--- src/design/totp_pkg.sv ---
`default_nettype none
// ----------------------------------------------------------------------------
// TOTP package
// Shared constants and types for the TOTP HMAC-SHA1 code generator.
// ----------------------------------------------------------------------------
package totp_pkg;

   localparam int KEY_WORDS = 8;
   localparam int KEY_IDX_W = 3;
   localparam int CSR_IDX_W = 8;
   localparam int STEP_SECONDS = 30;
   localparam int CODE_MOD = 1000000;
   localparam int CODE_W = 20;

   // Reciprocals for division by the step on 16-bit digits and for reducing
   // a 31-bit value by the code modulus.
   localparam int DIV_SHIFT = 26;
   localparam logic [21:0] DIV_RECIP =
      22'(((64'd1 << DIV_SHIFT) + 64'(STEP_SECONDS) - 64'd1) / 64'(STEP_SECONDS));
   localparam int MOD_SHIFT = 51;
   localparam logic [31:0] MOD_RECIP =
      32'(((64'd1 << MOD_SHIFT) + 64'(CODE_MOD) - 64'd1) / 64'(CODE_MOD));

   localparam logic [31:0] IPAD_WORD = 32'h36363636;
   localparam logic [31:0] OPAD_WORD = 32'h5C5C5C5C;
   localparam logic [31:0] PAD_ONE = 32'h80000000;
   localparam logic [31:0] INNER_LEN_BITS = 32'd576;
   localparam logic [31:0] OUTER_LEN_BITS = 32'd672;

   localparam logic [31:0] H0_INIT = 32'h67452301;
   localparam logic [31:0] H1_INIT = 32'hEFCDAB89;
   localparam logic [31:0] H2_INIT = 32'h98BADCFE;
   localparam logic [31:0] H3_INIT = 32'h10325476;
   localparam logic [31:0] H4_INIT = 32'hC3D2E1F0;

   localparam logic [31:0] K_ROUND0 = 32'h5A827999;
   localparam logic [31:0] K_ROUND1 = 32'h6ED9EBA1;
   localparam logic [31:0] K_ROUND2 = 32'h8F1BBCDC;
   localparam logic [31:0] K_ROUND3 = 32'hCA62C1D6;

   // Block selector for the four compressions of one HMAC.
   typedef enum logic [1:0] {
      BLK_INNER_KEY,
      BLK_INNER_MSG,
      BLK_OUTER_KEY,
      BLK_OUTER_MSG
   } blk_sel_type;

   // Commands from the controller to the datapath.
   typedef struct packed {
      logic        load_time;
      logic        div_step;
      logic        load_block;
      blk_sel_type blk_sel;
      logic        round_step;
      logic        add_hash;
      logic        save_inner;
      logic        truncate;
      logic        mod_mul;
      logic        mod_sub;
      logic        post;
   } dp_cmd_type;

   // Status from the datapath to the controller.
   typedef struct packed {
      logic div_done;
      logic round_last;
   } dp_stat_type;

endpackage
`default_nettype wire

--- src/design/totp_datapath.sv ---
`default_nettype none
// ----------------------------------------------------------------------------
// TOTP datapath
// Time divider, SHA-1 round unit, hash registers, truncation and reduction.
// ----------------------------------------------------------------------------
module totp_datapath
   import totp_pkg::*;
(
   input  wire logic        clock,
   input  wire logic        reset,
   input  wire logic [63:0] unix_seconds,
   input  wire logic [63:0] key_words [KEY_WORDS],
   input  wire dp_cmd_type  cmd,
   output dp_stat_type      stat,
   output logic [CODE_W-1:0] code
);

   logic [63:0] quot_ff, quot_in;
   logic [4:0]  rem_ff, rem_in;
   logic [1:0]  div_cnt_ff, div_cnt_in;
   logic [31:0] w_ff [16];
   logic [31:0] w_in [16];
   logic [31:0] a_ff, b_ff, c_ff, d_ff, e_ff;
   logic [31:0] a_in, b_in, c_in, d_in, e_in;
   logic [31:0] h_ff [5];
   logic [31:0] h_in [5];
   logic [31:0] ih_ff [5];
   logic [31:0] ih_in [5];
   logic [6:0]  rnd_ff, rnd_in;
   logic [30:0] bin_ff, bin_in;
   logic [11:0] mq_ff, mq_in;
   logic [CODE_W-1:0] code_ff, code_in;

   logic [31:0] blk [16];
   logic [31:0] pad;
   logic [31:0] f, k, t, wnew;
   logic [20:0] dividend;
   logic [15:0] dq;
   logic [4:0]  drem;
   logic [159:0] mac;
   logic [3:0]  off;
   logic [30:0] sel;
   logic [11:0] mq;
   logic [30:0] mred;

   always_comb begin
      pad = (cmd.blk_sel == BLK_OUTER_KEY) ? OPAD_WORD : IPAD_WORD;
      for (int i = 0; i < 16; i++) begin
         blk[i] = '0;
      end
      unique case (cmd.blk_sel)
         BLK_INNER_KEY, BLK_OUTER_KEY: begin
            for (int i = 0; i < KEY_WORDS; i++) begin
               blk[2*i] = key_words[i][63:32] ^ pad;
               blk[2*i+1] = key_words[i][31:0] ^ pad;
            end
         end
         BLK_INNER_MSG: begin
            blk[0] = quot_ff[63:32];
            blk[1] = quot_ff[31:0];
            blk[2] = PAD_ONE;
            blk[15] = INNER_LEN_BITS;
         end
         default: begin
            for (int i = 0; i < 5; i++) begin
               blk[i] = ih_ff[i];
            end
            blk[5] = PAD_ONE;
            blk[15] = OUTER_LEN_BITS;
         end
      endcase
   end

   always_comb begin
      if (rnd_ff < 7'd20) begin
         f = (b_ff & c_ff) | (~b_ff & d_ff);
         k = K_ROUND0;
      end else if (rnd_ff < 7'd40) begin
         f = b_ff ^ c_ff ^ d_ff;
         k = K_ROUND1;
      end else if (rnd_ff < 7'd60) begin
         f = (b_ff & c_ff) | (b_ff & d_ff) | (c_ff & d_ff);
         k = K_ROUND2;
      end else begin
         f = b_ff ^ c_ff ^ d_ff;
         k = K_ROUND3;
      end
      t = {a_ff[26:0], a_ff[31:27]} + f + e_ff + k + w_ff[0];
      wnew = w_ff[13] ^ w_ff[8] ^ w_ff[2] ^ w_ff[0];
      wnew = {wnew[30:0], wnew[31]};
   end

   // Division by the time step, one 16-bit digit a cycle by reciprocal
   // multiplication; the partial remainder is always below the step.
   always_comb begin
      dividend = {rem_ff, quot_ff[63:48]};
      dq = 16'((42'(dividend) * 42'(DIV_RECIP)) >> DIV_SHIFT);
      drem = 5'(dividend - 21'(dq) * 21'(STEP_SECONDS));
   end

   always_comb begin
      mac = {h_ff[0], h_ff[1], h_ff[2], h_ff[3], h_ff[4]};
      off = mac[3:0];
      sel = mac[158 - 8*off -: 31];
      mq = 12'((63'(bin_ff) * 63'(MOD_RECIP)) >> MOD_SHIFT);
      mred = bin_ff - 31'(mq_ff) * 31'(CODE_MOD);
   end

   always_comb begin
      quot_in = quot_ff;
      rem_in = rem_ff;
      div_cnt_in = div_cnt_ff;
      w_in = w_ff;
      a_in = a_ff; b_in = b_ff; c_in = c_ff; d_in = d_ff; e_in = e_ff;
      h_in = h_ff;
      ih_in = ih_ff;
      rnd_in = rnd_ff;
      bin_in = bin_ff;
      mq_in = mq_ff;
      code_in = code_ff;
      if (cmd.load_time) begin
         quot_in = unix_seconds;
         rem_in = '0;
         div_cnt_in = '0;
      end
      if (cmd.div_step) begin
         rem_in = drem;
         quot_in = {quot_ff[47:0], dq};
         div_cnt_in = div_cnt_ff + 2'd1;
      end
      if (cmd.load_block) begin
         w_in = blk;
         rnd_in = '0;
         if (cmd.blk_sel == BLK_INNER_KEY || cmd.blk_sel == BLK_OUTER_KEY) begin
            h_in[0] = H0_INIT; h_in[1] = H1_INIT; h_in[2] = H2_INIT;
            h_in[3] = H3_INIT; h_in[4] = H4_INIT;
            a_in = H0_INIT; b_in = H1_INIT; c_in = H2_INIT;
            d_in = H3_INIT; e_in = H4_INIT;
         end else begin
            a_in = h_ff[0]; b_in = h_ff[1]; c_in = h_ff[2];
            d_in = h_ff[3]; e_in = h_ff[4];
         end
      end
      if (cmd.round_step) begin
         for (int i = 0; i < 15; i++) begin
            w_in[i] = w_ff[i+1];
         end
         w_in[15] = wnew;
         e_in = d_ff; d_in = c_ff; c_in = {b_ff[1:0], b_ff[31:2]};
         b_in = a_ff; a_in = t;
         rnd_in = rnd_ff + 7'd1;
      end
      if (cmd.add_hash) begin
         h_in[0] = h_ff[0] + a_ff; h_in[1] = h_ff[1] + b_ff;
         h_in[2] = h_ff[2] + c_ff; h_in[3] = h_ff[3] + d_ff;
         h_in[4] = h_ff[4] + e_ff;
         a_in = h_ff[0] + a_ff; b_in = h_ff[1] + b_ff;
         c_in = h_ff[2] + c_ff; d_in = h_ff[3] + d_ff;
         e_in = h_ff[4] + e_ff;
      end
      if (cmd.save_inner) begin
         ih_in = h_ff;
      end
      if (cmd.truncate) begin
         bin_in = sel;
      end
      if (cmd.mod_mul) begin
         mq_in = mq;
      end
      if (cmd.mod_sub) begin
         bin_in = mred;
      end
      if (cmd.post) begin
         code_in = bin_ff[CODE_W-1:0];
      end
   end

   always_ff @(posedge clock) begin
      quot_ff <= quot_in;
      rem_ff <= rem_in;
      w_ff <= w_in;
      a_ff <= a_in; b_ff <= b_in; c_ff <= c_in; d_ff <= d_in; e_ff <= e_in;
      h_ff <= h_in;
      ih_ff <= ih_in;
      bin_ff <= bin_in;
      mq_ff <= mq_in;
      code_ff <= code_in;
      if (reset) begin
         div_cnt_ff <= '0;
         rnd_ff <= '0;
      end else begin
         div_cnt_ff <= div_cnt_in;
         rnd_ff <= rnd_in;
      end
   end

   assign stat.div_done = (div_cnt_ff == 2'd3);
   assign stat.round_last = (rnd_ff == 7'd79);
   assign code = code_ff;

`ifndef SYNTHESIS
   a_rnd_range: assert property (@(posedge clock) disable iff (reset)
      rnd_ff <= 7'd80) else $error("round counter out of range");
   a_code_range: assert property (@(posedge clock) disable iff (reset)
      $past(cmd.mod_sub) |-> bin_ff < 31'(CODE_MOD))
      else $error("code not reduced");
   a_rem_range: assert property (@(posedge clock) disable iff (reset)
      $past(cmd.div_step) |-> rem_ff < 5'(STEP_SECONDS))
      else $error("division remainder out of range");
`endif

endmodule
`default_nettype wire

--- config.mk ---
export PLATFORM = sky130hd
export DESIGN_NAME = totp_datapath
export DESIGN_NICKNAME = d
export VERILOG_FILES = /design/src/design/totp_pkg.sv /design/src/design/totp_datapath.sv
export SDC_FILE = /design/constraint.sdc
export NUM_CORES = 2
export LEC_CHECK = 0
export BUFFER_PORTS_ARGS = -buffer_cell sky130_fd_sc_hd__buf_2
export CAP_MARGIN = 10
export CORE_MARGIN = 5
export CORE_UTILIZATION = 55
export CTS_BUF_LIST = sky130_fd_sc_hd__clkbuf_16
export CTS_CLUSTER_DIAMETER = 40
export CTS_CLUSTER_SIZE = 8
export DETAILED_ROUTE_END_ITERATION = 12
export HOLD_SLACK_MARGIN = 0.06
export PLACE_DENSITY = 0.82
export SLEW_MARGIN = 20
export SYNTH_ARGS = -nofsm -noshare
export SYNTH_HDL_FRONTEND = slang
export SYNTH_SLANG_ARGS = --single-unit
--- constraint.sdc ---
create_clock -name clock -period 52.2 [get_ports clock]
set_input_delay 15.66 -clock clock [delete_from_list [all_inputs] [get_ports clock]]
set_output_delay 15.66 -clock clock [all_outputs]
set_load 0.02 [all_outputs]
==> results.md <==
- Status: finished clean
- Post-synthesis async set-or-reset flop share: 0%
- Final Hold Viols: 0
- Longest Clk Path Bufs: 3
- Post-Synthesis Cells: a little over 8,000
- Hold buffer count at CTS: 0
- Placer Congestion: roughly 1.1
- Slew @ Worst Pin: about 1.2 ns
- DP HPWL: roughly 270,000 microns
- R2r startpoint: bin_ff[16]$_DFFE_PP_
- Die area: 170,000 sq um
- Top-count cell post-synth: edfxtp_1
- TritonRoute pass-1 iters: 7
- Clk_lat worst skew: a little under 0.9 ns
- Mapped Area: about 89,000 sq um
- CTS Sinks: roughly 1,100
- Port Buffers: between 600 and 700
- Vias in the first global route: 68,600
- Initial antenna violation count: 46
- Post-route insts no fill: 10,900
- Clock transition at path regs: 0.05 ns
- Crit path DAT: approximately 2.7 ns
- Post-CTS Repair Setup Buffers: 0
- Routed Antenna Nets: 0
- RSZ-0062 raised after global routing: false
- Crit path launch: rnd_ff[0]$_SDFFE_PP0P_
- Total GRT Usage: between 30% and 40%
- Total CTS buffers: around 190
- Worst Hold Launch: w_ff[161]$_DFFE_PP_
- H-tree depth: 4
- Total number of vias: 71,300
- Multi-input logic area: 50,400 sq um
- Die span in x: slightly above 400 microns
- CORE AREA: approximately 160,000 sq um
- Gr ovfl total: 0
- Routed vias/inst: 6.51
- Synth cell count leaders: edfxtp_1 (1,124), inv_1 (957), ha_1 (820), nand2_1 (673), fa_1 (601)
- Worst setup EP type: output pin
- Yosys cell types: between 80 and 90
- WL/cell: between 30 and 40 microns
- Clock skew after layout: ~0.09 ns
- Flops & latches, synth: between 1,000 and 1,500
- CTS tree: done
- Startpoint types: flop
- Die Ht: 413 microns
- Tcrit/Tclk final: between 30% and 40%
- Placed cell count: about 11,000
- Fmax: 0.0544 GHz
- Layout cell share with drive strength beyond 1: a little over an eighth
- Max Cap Viol: 0
- CTS Root Buffer Type: clkbuf_16
- Yosys top cell area share: a little under two fifths
- Remaining DRCs: 0
- Register area share after synthesis: about two fifths
- Number of core rows: roughly 150
- Synth-to-Final Area Change: 12.2%
- Post-layout nets: ~11,000
- Reg area: approximately 34,000 sq um
- Synth warn: 0
- Final WL: ~350,000 microns
- Iter 0 DRT Violations: between 10,000 and 15,000
- Largest net degree at the start of global routing: between 150 and 200
- Main area contributors after synthesis: edfxtp_1 (38%), fa_1 (13%), ha_1 (11%)
- Mean Syn Cell Area: approximately 11 sq um
- CP max FO: 6
- # IOs: between 600 and 700
- Crit Path Category: flop to output pin
- Starting density of the core: a little under three fifths
- Yosys top cell by area: edfxtp_1
- CP required: about 37 ns
- Slew Limit Fails: 0
- First-pass GRT wire length: between 400,000 and 500,000 microns
- # setup viols final: 0
- Hold WC Path Type: flop to flop
- Post-Syn Nets: just over 10,000
- Main synth FF type: edfxtp_1
- CTS resizes: 0
- Number of flops mapped to enable cells by yosys: about 1,100
- Filler Cell Count: about 12,000
- Slew HR: roughly 21%
- Clock period minus worst slack: between 15 and 20 ns
- Post-route setup TNS: 0 ns
[cells in the final DEF, fill, tap and decap left out, types with 150 or more instances in the layout]
cell / netlist / layout
o21ai_0: 574 / 573
clkbuf_16: 0 / 186
buf_2: 7 / 606
inv_1: 957 / 991
a21o_1: 151 / 150
edfxtp_1: 1124 / 1124
xnor2_1: 327 / 327
xor2_1: 254 / 254
fa_1: 601 / 601
ha_1: 820 / 819
a21oi_1: 375 / 375
mux2_2: 154 / 154
mux2i_1: 198 / 198
nor2_1: 314 / 311
nand2_1: 673 / 670
[layout make-up]
| type | instances | share of cell area [%] |
|---|---|---|
| Timing Repair Buffer | 681 | 3.67 |
| Tap cell | 2160 | 2.70 |
| Clock buffer | 186 | 4.64 |
| Multi-Input combinational cell | 5675 | 50.3 |
| Sequential cell | 1133 | 33.9 |
| Antenna cell | 39 | 0.0974 |
| Clock inverter | 108 | 1.10 |
| Inverter | 960 | 3.62 |
[flip-flops by register name, summed over array words and instances (netlist names), 64 cells and up]
signal   count
ih_ff      160
w_ff       512
h_ff       160
quot_ff     64
[worst max-delay path: stages (launching register included)]
cell and delay [ns]:
dfxtp_1 0.43, ha_1 0.28, nand3_1 0.15, nor4b_1 0.70, buf_2 0.31
[kinds of logic (layout without fill, tap and decap cells)]
family | after synthesis | after routing | share of synthesized area (%)
flip-flops | 1133 | 1133 | 38.0
XOR/XNOR | 581 | 581 | 5.70
other | 0 | 39 | 0
AO/OA/AOI/OAI | 1913 | 1913 | 13.9
adder cells (fa/ha/maj) | 1421 | 1421 | 25.0
multiplexers | 388 | 388 | 5.07
buffers and inverters | 1327 | 1935 | 5.59
AND/OR/NAND/NOR | 1372 | 1372 | 6.79
[metal layers]
metal / vias up / GRT usage [%] / share of wire (%)
met4: 36 / 27.2 / 8.6
met5: - / 0.690 / 0.11
met2: 5334 / 56.5 / 41
met1: 34800 / 52.1 / 36
met3: 1162 / 13.0 / 14
li1: 29900 / - / -
[through the flow]
step	area [sq um]	setup WS (ns)	hold WS, ns	utilization [%]
final	100000	33.80	0.518	62.3
after global routing	100000	33.75	0.539	62.2
after CTS	100000	33.82	0.521	62.2
after detailed placement	94300	33.23	0.512	58.6
after global placement	94300	33.32	0.505	58.6
after floorplan	89300	24.51	0.452	-
[worst paths after layout]
path	end	slack, ns	cells after the start
setup / recovery	stat[0]	33.80	4
hold reg to reg	w_ff[193]$_DFFE_PP_	0.52	2
setup reg to reg	mq_ff[11]$_DFFE_PP_	42.52	25
hold / removal	w_ff[193]$_DFFE_PP_	0.52	2
Power is not shown: default switching activity piles up to over one toggle a cycle in this logic, so the estimate is an artifact.
