<file path="src/design/totp_pkg.sv">
`default_nettype none
// ----------------------------------------------------------------------------
// TOTP package
// Shared constants and types for the TOTP HMAC-SHA1 code generator.
// ----------------------------------------------------------------------------
package totp_pkg;

   localparam int KEY_WORDS = 8;
   localparam int KEY_IDX_W = 3;
   localparam int CSR_IDX_W = 8;
   localparam int STEP_SECONDS = 30;
   localparam int CODE_MOD = 1000000;
   localparam int CODE_W = 20;

   // Reciprocals for division by the step on 16-bit digits and for reducing
   // a 31-bit value by the code modulus.
   localparam int DIV_SHIFT = 26;
   localparam logic [21:0] DIV_RECIP =
      22'(((64'd1 << DIV_SHIFT) + 64'(STEP_SECONDS) - 64'd1) / 64'(STEP_SECONDS));
   localparam int MOD_SHIFT = 51;
   localparam logic [31:0] MOD_RECIP =
      32'(((64'd1 << MOD_SHIFT) + 64'(CODE_MOD) - 64'd1) / 64'(CODE_MOD));

   localparam logic [31:0] IPAD_WORD = 32'h36363636;
   localparam logic [31:0] OPAD_WORD = 32'h5C5C5C5C;
   localparam logic [31:0] PAD_ONE = 32'h80000000;
   localparam logic [31:0] INNER_LEN_BITS = 32'd576;
   localparam logic [31:0] OUTER_LEN_BITS = 32'd672;

   localparam logic [31:0] H0_INIT = 32'h67452301;
   localparam logic [31:0] H1_INIT = 32'hEFCDAB89;
   localparam logic [31:0] H2_INIT = 32'h98BADCFE;
   localparam logic [31:0] H3_INIT = 32'h10325476;
   localparam logic [31:0] H4_INIT = 32'hC3D2E1F0;

   localparam logic [31:0] K_ROUND0 = 32'h5A827999;
   localparam logic [31:0] K_ROUND1 = 32'h6ED9EBA1;
   localparam logic [31:0] K_ROUND2 = 32'h8F1BBCDC;
   localparam logic [31:0] K_ROUND3 = 32'hCA62C1D6;

   // Block selector for the four compressions of one HMAC.
   typedef enum logic [1:0] {
      BLK_INNER_KEY,
      BLK_INNER_MSG,
      BLK_OUTER_KEY,
      BLK_OUTER_MSG
   } blk_sel_type;

   // Commands from the controller to the datapath.
   typedef struct packed {
      logic        load_time;
      logic        div_step;
      logic        load_block;
      blk_sel_type blk_sel;
      logic        round_step;
      logic        add_hash;
      logic        save_inner;
      logic        truncate;
      logic        mod_mul;
      logic        mod_sub;
      logic        post;
   } dp_cmd_type;

   // Status from the datapath to the controller.
   typedef struct packed {
      logic div_done;
      logic round_last;
   } dp_stat_type;

endpackage
`default_nettype wire

</file>
<file path="src/design/totp_ctrl.sv">
`default_nettype none
// ----------------------------------------------------------------------------
// TOTP controller
// Sequences division, four SHA-1 compressions, truncation and reduction.
// ----------------------------------------------------------------------------
module totp_ctrl
   import totp_pkg::*;
(
   input  wire logic        clock,
   input  wire logic        reset,
   input  wire logic        req_valid,
   output logic             req_ready,
   output logic             rsp_valid,
   input  wire logic        rsp_ready,
   input  wire dp_stat_type stat,
   output dp_cmd_type       cmd
);

   typedef enum logic [3:0] {
      ST_IDLE, ST_DIV, ST_LOAD, ST_ROUND, ST_ADD, ST_TRUNC, ST_MOD_MUL,
      ST_MOD_SUB, ST_DONE
   } state_type;

   state_type   state_ff, state_in;
   blk_sel_type blk_ff, blk_in;
   logic        rsp_valid_ff, rsp_valid_in;

   always_comb begin
      state_in = state_ff;
      blk_in = blk_ff;
      rsp_valid_in = rsp_valid_ff;
      cmd = '0;
      cmd.blk_sel = blk_ff;
      if (rsp_valid_ff && rsp_ready) begin
         rsp_valid_in = 1'b0;
      end
      unique case (state_ff)
         ST_IDLE: begin
            if (req_valid) begin
               cmd.load_time = 1'b1;
               state_in = ST_DIV;
            end
         end
         ST_DIV: begin
            cmd.div_step = 1'b1;
            if (stat.div_done) begin
               blk_in = BLK_INNER_KEY;
               state_in = ST_LOAD;
            end
         end
         ST_LOAD: begin
            cmd.load_block = 1'b1;
            state_in = ST_ROUND;
         end
         ST_ROUND: begin
            cmd.round_step = 1'b1;
            if (stat.round_last) begin
               state_in = ST_ADD;
            end
         end
         ST_ADD: begin
            cmd.add_hash = 1'b1;
            state_in = ST_LOAD;
            unique case (blk_ff)
               BLK_INNER_KEY: blk_in = BLK_INNER_MSG;
               BLK_INNER_MSG: blk_in = BLK_OUTER_KEY;
               BLK_OUTER_KEY: blk_in = BLK_OUTER_MSG;
               default: state_in = ST_TRUNC;
            endcase
         end
         ST_TRUNC: begin
            cmd.truncate = 1'b1;
            state_in = ST_MOD_MUL;
         end
         ST_MOD_MUL: begin
            cmd.mod_mul = 1'b1;
            state_in = ST_MOD_SUB;
         end
         ST_MOD_SUB: begin
            cmd.mod_sub = 1'b1;
            state_in = ST_DONE;
         end
         default: begin
            if (!rsp_valid_ff || rsp_ready) begin
               cmd.post = 1'b1;
               rsp_valid_in = 1'b1;
               state_in = ST_IDLE;
            end
         end
      endcase
      // The hash registers hold the inner digest in the cycle after its add.
      if (state_ff == ST_LOAD && blk_ff == BLK_OUTER_KEY) begin
         cmd.save_inner = 1'b1;
      end
   end

   always_ff @(posedge clock) begin
      if (reset) begin
         state_ff <= ST_IDLE;
         blk_ff <= BLK_INNER_KEY;
         rsp_valid_ff <= 1'b0;
      end else begin
         state_ff <= state_in;
         blk_ff <= blk_in;
         rsp_valid_ff <= rsp_valid_in;
      end
   end

   assign req_ready = (state_ff == ST_IDLE);
   assign rsp_valid = rsp_valid_ff;

`ifndef SYNTHESIS
   a_busy_no_ready: assert property (@(posedge clock) disable iff (reset)
      state_ff != ST_IDLE |-> !req_ready) else $error("ready while busy");
   a_start: assert property (@(posedge clock) disable iff (reset)
      req_valid && req_ready |=> state_ff == ST_DIV) else $error("bad start");
   a_done_valid: assert property (@(posedge clock) disable iff (reset)
      $past(state_ff) == ST_DONE && state_ff == ST_IDLE |-> rsp_valid)
      else $error("result lost");
`endif

endmodule
`default_nettype wire

</file>
<file path="config.mk">
export PLATFORM = sky130hd
export DESIGN_NAME = totp_ctrl
export DESIGN_NICKNAME = d
export VERILOG_FILES = /design/src/design/totp_pkg.sv /design/src/design/totp_ctrl.sv
export SDC_FILE = /design/constraint.sdc
export NUM_CORES = 1
export LEC_CHECK = 0
export BUFFER_PORTS_ARGS = -buffer_cell sky130_fd_sc_hd__buf_4
export CAP_MARGIN = 25
export CORE_MARGIN = 1
export CORE_UTILIZATION = 40
export CTS_CLUSTER_SIZE = 40
export DETAILED_ROUTE_END_ITERATION = 12
export PLACE_DENSITY_LB_ADDON = 0.25
export SLEW_MARGIN = 10
export SYNTH_ARGS = -nofsm -noshare
export SYNTH_HDL_FRONTEND = slang
export SYNTH_SLANG_ARGS = --single-unit
</file>
<file path="constraint.sdc">
create_clock -name clock -period 1.35 [get_ports clock]
set_input_delay 0.27 -clock clock [delete_from_list [all_inputs] [get_ports clock]]
set_output_delay 0.27 -clock clock [all_outputs]
set_load 0.05 [all_outputs]
</file>
==> impl_metrics.py, run 1 <==
metrics = {
    "sta": {
        "worstMarginPinSlew_ns": 0.265,
        "post-route-period-util_pct": 125,
        "fmax_mhz": 593,
        "hold_viol": 0,
        "fin_skew_ns": 0.00618,
        "slew_headroom_pct": 82.2,
        "setup_viol": 15,
        "setup-tns-final_ns": -2.98,
        "drv_slew": 0,
        "setup_slack_ns": -0.337,
        "post-route-min-period_ns": 1.69,
        "rsz0062_at_grt": "yes",
    },
    "pwr": {
        "p_per_area_nw_per_um2": 1020,
        "leakage_nw": 0.507,
        "swShare_pct": 44.0,
        "p_switching_uw": 546,
        "peakVddDrop_uv": 776,
        "pwr-share-seq_pct": 21.7,
        "finalPower_mw": 1.24,
        "pwr-share-clk_pct": 16.6,
        "p_comb_share_pct": 61.7,
        "intPower_uw": 693,
    },
    "floorplan": {
        "boundaryPins": 20,
        "start_util_pct": 42.8,
        "fp.dieW_um": 39.1,
        "die_area_um2": 1530,
        "rows": 13,
        "die_h_um": 39.1,
        "core_region_area_um2": 1280,
    },
    "synth": {
        "synth-main-ff-cell": "dfxtp_1",
        "yosys_warnings": 0,
        "ys_ff_latch": 7,
        "synth.avg_cell_area_um2": 7.75,
        "synthCells": 71,
        "syn_area_um2": 551,
        "yosysSeqAreaShare_pct": 25.5,
        "synth_fp_nets": 81,
        "synth_edf_count": 0,
        "synthArstFlopShare_pct": 0,
        "synthDistinctLibCells": 27,
    },
    "worst_setup_path": {
        "cp_data_required_time_ns": 1.08,
        "critPathArrivalTime_ns": 1.42,
        "rrSetupSlack_ns": -0.26,
        "critPathCaptureType": "output pin",
        "worstSetupStartpointType": "register",
        "timing.setup.critical_path_class": "reg2out",
        "path_max_fanout": 4,
    },
    "route": {
        "drt_pass1_iterations": 4,
        "wirelength_um": 2810,
        "drc": 0,
        "viasPerCell": 5.99,
        "avgRoutedWirePerCell_um": 21.0,
        "ant_nets": 0,
        "vias": 802,
        "drt_iter0_drc": 45,
    },
    "job": {
        "maxCapViolations": 0,
    },
    "clock_tree": {
        "clk_pin_slew_ns": 0.06,
        "cts_tree": "done",
        "htree_levels": 1,
        "clk_path_buf_depth": 2,
        "ctsHoldBuffers": 0,
        "clock_sinks": 7,
        "clk_latency_ns": 0.26,
        "cts_inserted_buffers": 3,
        "cts-root-buf": "clkbuf_4",
    },
    "outcome": {
        "violations": "negative setup slack",
        "outcome": "finished with violations",
    },
    "cells_and_area": {
        "diodes": 0,
        "syn2layout_area_growth_pct": 121,
        "drive_gt1_share_pct": 76.5,
        "final_cell_area_um2": 1220,
        "nets": 130,
    },
    "grt": {
        "grt_overflow": 0,
        "grt_start_max_net_pins": 11,
        "first_global_vias": 772,
        "antenna_found_initial": 0,
        "grt_usage_pct": 36.1,
        "grt_pass1_wl_um": 3550,
    },
    "placed_design": {
        "io_buffers": 19,
        "hpwl_um": 1160,
        "gp_congestion": 0.836,
        "pre_cts_slack_ns": -0.165,
        "place_area_um2": 873,
    },
    "hold_path": {
        "hold_class": "in2reg",
    },
}
==> cell type report <==
class,count,area (µm²)
flip-flops and latches,7,158
repair buffers,48,444
clock buffers,4,26.3
multi-input cells,54,542
well taps,15,18.8
inverters,6,30.0
fillers,37,66.3
==> cell usage after synthesis (2+ instances only) <==
cell type / instances / share of area, %
inv_1: 6 / 4.1
and2_1: 2 / 2.3
nor3_1: 7 / 6.4
clkbuf_1: 2 / 1.4
nand2_1: 5 / 3.4
a21boi_0: 2 / 2.7
nand3b_1: 2 / 2.7
o21bai_1: 2 / 2.7
ha_1: 4 / 9.1
dfxtp_1: 7 / 25
nor3b_1: 2 / 2.7
o21ai_0: 4 / 3.6
nor2_1: 6 / 4.1
a21oi_1: 3 / 2.7
nand2b_1: 5 / 5.7
==> critical path: stages, from the launching register on <==
cell and delay, ns:
dfxtp_4 0.36, or2b_4 0.29, or2_4 0.28, clkinvlp_4 0.08, buf_8 0.14
==> stage by stage <==
step / hold WS [ns] / utilization, % / cells
finish: 0.267 / 94.8 / 134
global route: 0.272 / 94.8 / 134
CTS: 0.268 / 90.0 / 134
detailed placement: 0.535 / 68.0 / 119
global placement: 0.526 / 68.0 / 119
floorplan: 0.473 / - / 71
==> power by group through the flow <==
stage,Clock (mW),Sequential (mW),Combinational [mW]
CTS,0.199,0.260,0.699
finish,0.206,0.269,0.764
detailed placement,0,0.264,0.533
floorplan,0,0.260,0.362
global placement,0,0.261,0.521
global route,0.218,0.267,0.793
==> path summary, 6_finish.rpt <==
check	depth (start not counted)	endpoint	from
max	4	cmd[1]	state_ff[1]$_SDFFE_PP0P_
min reg2reg	3	blk_ff[0]$_SDFFE_PP0P_	blk_ff[0]$_SDFFE_PP0P_
max reg2reg	5	state_ff[1]$_SDFFE_PP0P_	state_ff[1]$_SDFFE_PP0P_
min	2	blk_ff[1]$_SDFFE_PP0P_	reset
==> sequential cells by signal, indices dropped and copies added, names as in the netlist <==
signal / count
rsp_valid: 1
blk_ff: 2
state_ff: 4
==> logic make-up (layout without fill, tap and decap cells) <==
family	after synthesis	in the layout	share of synthesized area, %
multiplexers	3	3	6.59
flip-flops	7	7	25.5
AO/OA/AOI/OAI	16	16	20.7
buffers and inverters	10	58	8.41
AND/OR/NAND/NOR	31	31	29.8
adder cells (fa/ha/maj)	4	4	9.09
==> per-layer routing <==
metal	vias to the layer above	GRT usage, %	wire (µm)
li1	341	-	-
met3	23	7.51	242
met1	367	39.0	1020
met5	-	0	0
met4	0	30.2	166
met2	71	59.2	1380
==> timing repair <==
| action | 4_1_cts | 5_1_grt |
|---|---|---|
| endpoints found under the setup margin | 16 | 16 |
| buffers inserted | 11 | 1 |
| pin swaps | 11 | 8 |
| gates resized for setup | 49 | 15 |
==> cell usage in the layout (no fill, tap or decap), drive strengths merged, types with 2 or more instances in the layout <==
master / n
ha: 4
o21ai: 4
nand2b: 5
dfxtp: 7
o21bai: 2
nand2: 5
inv: 4
nor2: 6
buf: 47
and2: 2
nand3b: 2
mux2: 2
nor3: 7
a21oi: 3
clkinvlp: 2
nor3b: 2
clkbuf: 5
a21boi: 2
(Power assumes the default switching activity.)
==> run 2, diff against run 1 <==
ABC_AREA = 1   (was default)
SLEW_MARGIN = 25   (was 10)
==> run 2 against run 1 <==
  * The run still ends with negative setup slack left
  * Synthesized cell count increased by 32%
  * Via count is 15% lower
  * Critical endpoint is now cmd[11]
  * Clock power is 8% lower
  * First-iteration DRC count fell by 40%
  * Count of clock-buffer cells in the layout unchanged
  * Register-to-register slack better by 0.27 ns
  * Utilization is 18 points lower
  * Worst hold slack worse by 0.090 ns
  * Non-clock buffer count down 20
  * Highest routed layer unchanged
==> impl_metrics.py, run 2 <==
metrics = {
    "synth": {
        "syn_area_um2": 574,
        "synth_area_leader_cell": "dfxtp_1",
        "synth_top_area_share_pct": 24.4,
        "synthCells": 94,
        "synth-main-ff-cell": "dfxtp_1",
        "synth_common_cells": "inv_1 (20), nor2_1 (19), nand2_1 (13)",
        "yosysSeqAreaShare_pct": 24.4,
        "synthDistinctLibCells": 17,
        "synth_edf_count": 0,
        "ys_ff_latch": 7,
        "synthMostInstantiatedCell": "inv_1",
        "synth.avg_cell_area_um2": 6.11,
        "synth_fp_nets": 104,
        "ys_top_cells_by_area": "dfxtp_1 (24%), inv_1 (13%), nor2_1 (12%)",
        "yosys_warnings": 0,
        "synthArstFlopShare_pct": 0,
    },
    "job": {
        "maxCapViolations": 0,
    },
    "cells_and_area": {
        "final_cell_mix": "buf_4 (16), inv_1 (14), nor2_1 (13)",
        "nets": 137,
        "syn2layout_area_growth_pct": 76.0,
        "fill_cells": 101,
        "final_common_cell": "buf_4",
        "largest_reg_flops": 4,
        "diodes": 0,
        "drive_gt1_share_pct": 55.6,
        "final_cell_area_um2": 1010,
        "largest_register": "state_ff",
    },
    "clock_tree": {
        "cts-root-buf": "clkbuf_4",
        "clk_latency_ns": 0.25,
        "clk_pin_slew_ns": 0.06,
        "clk_path_buf_depth": 2,
        "htree_levels": 1,
        "clock_sinks": 7,
        "cts_tree": "done",
        "cts_inserted_buffers": 3,
    },
    "sta": {
        "rsz0062_at_grt": "yes",
        "fmax_mhz": 688,
        "worstMarginPinSlew_ns": 0.269,
        "setup_slack_ns": -0.104,
        "post-route-min-period_ns": 1.45,
        "slew_headroom_pct": 82.0,
        "drv_slew": 0,
        "setup_viol": 9,
        "setup-tns-final_ns": -0.733,
        "post-route-period-util_pct": 108,
        "fin_skew_ns": 0.00718,
        "hold_viol": 0,
    },
    "grt": {
        "grt_pass1_wl_um": 2120,
        "grt_overflow": 0,
        "first_global_vias": 516,
        "antenna_found_initial": 0,
        "grt_start_max_net_pins": 7,
        "grt_usage_pct": 20.6,
    },
    "outcome": {
        "violations": "negative setup slack",
        "outcome": "finished with violations",
    },
    "route": {
        "drc": 0,
        "drt_iter0_drc": 27,
        "drt_pass1_iterations": 4,
        "vias": 680,
        "wirelength_um": 1660,
        "avgRoutedWirePerCell_um": 11.8,
        "ant_nets": 0,
        "viasPerCell": 4.82,
    },
    "placed_design": {
        "gp_congestion": 0.880,
        "place_area_um2": 788,
        "io_buffers": 19,
        "hpwl_um": 1100,
    },
    "hold_path": {
        "hold_class": "in2reg",
        "worstHoldStart": "reset",
    },
    "worst_setup_path": {
        "path_max_fanout": 5,
        "startpoint": "state_ff[2]$_SDFFE_PP0P_",
        "worstSetupStartpointType": "register",
        "critPathArrivalTime_ns": 1.18,
        "r2r-start": "blk_ff[0]$_SDFFE_PP0P_",
        "critPathCaptureType": "output pin",
        "cp_data_required_time_ns": 1.08,
        "timing.setup.critical_path_class": "reg2out",
    },
    "floorplan": {
        "die_area_um2": 1590,
        "rows": 13,
        "fp.dieW_um": 39.9,
        "core_region_area_um2": 1320,
        "boundaryPins": 20,
        "start_util_pct": 43.6,
        "die_h_um": 39.9,
    },
    "pwr": {
        "p_per_area_nw_per_um2": 2430,
        "finalPower_mw": 2.45,
        "peakVddDrop_uv": 1110,
        "leakage_nw": 0.501,
    },
}
## run 2: changes by cell type in the layout (fill, tap and decap cells not counted), sizes merged, moves of 5 or more
cell	delta
inv	+18
nor3	-6
buf	-19
nand2	+12
nor2	+20
nand3	+8
nand2b	-5
## run 2: stage by stage
step	instances	setup WS, ns	hold WS, ns	util [%]
2_1_floorplan	94	-0.135	0.339	-
3_3_place_gp	129	0.0468	0.451	59.8
3_5_place_dp	129	-0.00210	0.451	59.8
4_1_cts	139	-0.0846	0.172	72.1
5_1_grt	141	-0.168	0.173	76.7
6_report	141	-0.104	0.177	76.7
## run 2: metal layers
metal / track usage (%) / part of all wire (%)
met4: 10.3 / 0.54
met3: 1.70 / 4.1
met1: 24.8 / 42
met2: 35.5 / 54
met5: 0 / 0
## run 2: logic make-up after synthesis
group	synth area share, %
compound gates	5.66
simple gates	46.8
buf+inv	14.4
fa+ha+maj	8.71
flops	24.4
## run 2: cell type report
type,instances,area [µm²],share of cell area [%]
clock buffers,4,26.3,2.60
flip-flops and latches,7,160,15.8
well taps,15,18.8,1.86
inverters,22,90.1,8.91
multi-input cells,65,457,45.2
repair buffers,28,259,25.6
## run 2: where the power goes
group	total [mW]	internal, mW	leakage (nW)	switching, mW
Clock	0.190	0.113	0.0150	0.0768
Combinational	1.86	0.697	0.425	1.16
Sequential	0.409	0.291	0.0612	0.117
## run 2: what timing repair did
action                                 4_1_cts  5_1_grt
endpoints found under the hold margin        0        0
pin swaps                                    5        6
gates resized for setup                     30       16
buffers inserted                             6        2
setup endpoints to repair                   11       15
hold buffers                                 0        0
## run 2: worst paths after layout
kind                              endpoint  slack (ns)  cells after the start
setup / recovery                   cmd[11]       -0.10                      4
hold / removal    state_ff[3]$_SDFFE_PP0P_        0.18                      2
setup reg to reg  state_ff[2]$_SDFFE_PP0P_        0.01                      6
hold reg to reg     blk_ff[1]$_SDFFE_PP0P_        0.56                      2
## run 2: worst max-delay path, stage by stage (launching register included)
cell and delay (ns):
dfxtp_2 0.34, nor2_4 0.14, inv_4 0.08, nor3_4 0.19, buf_6 0.18
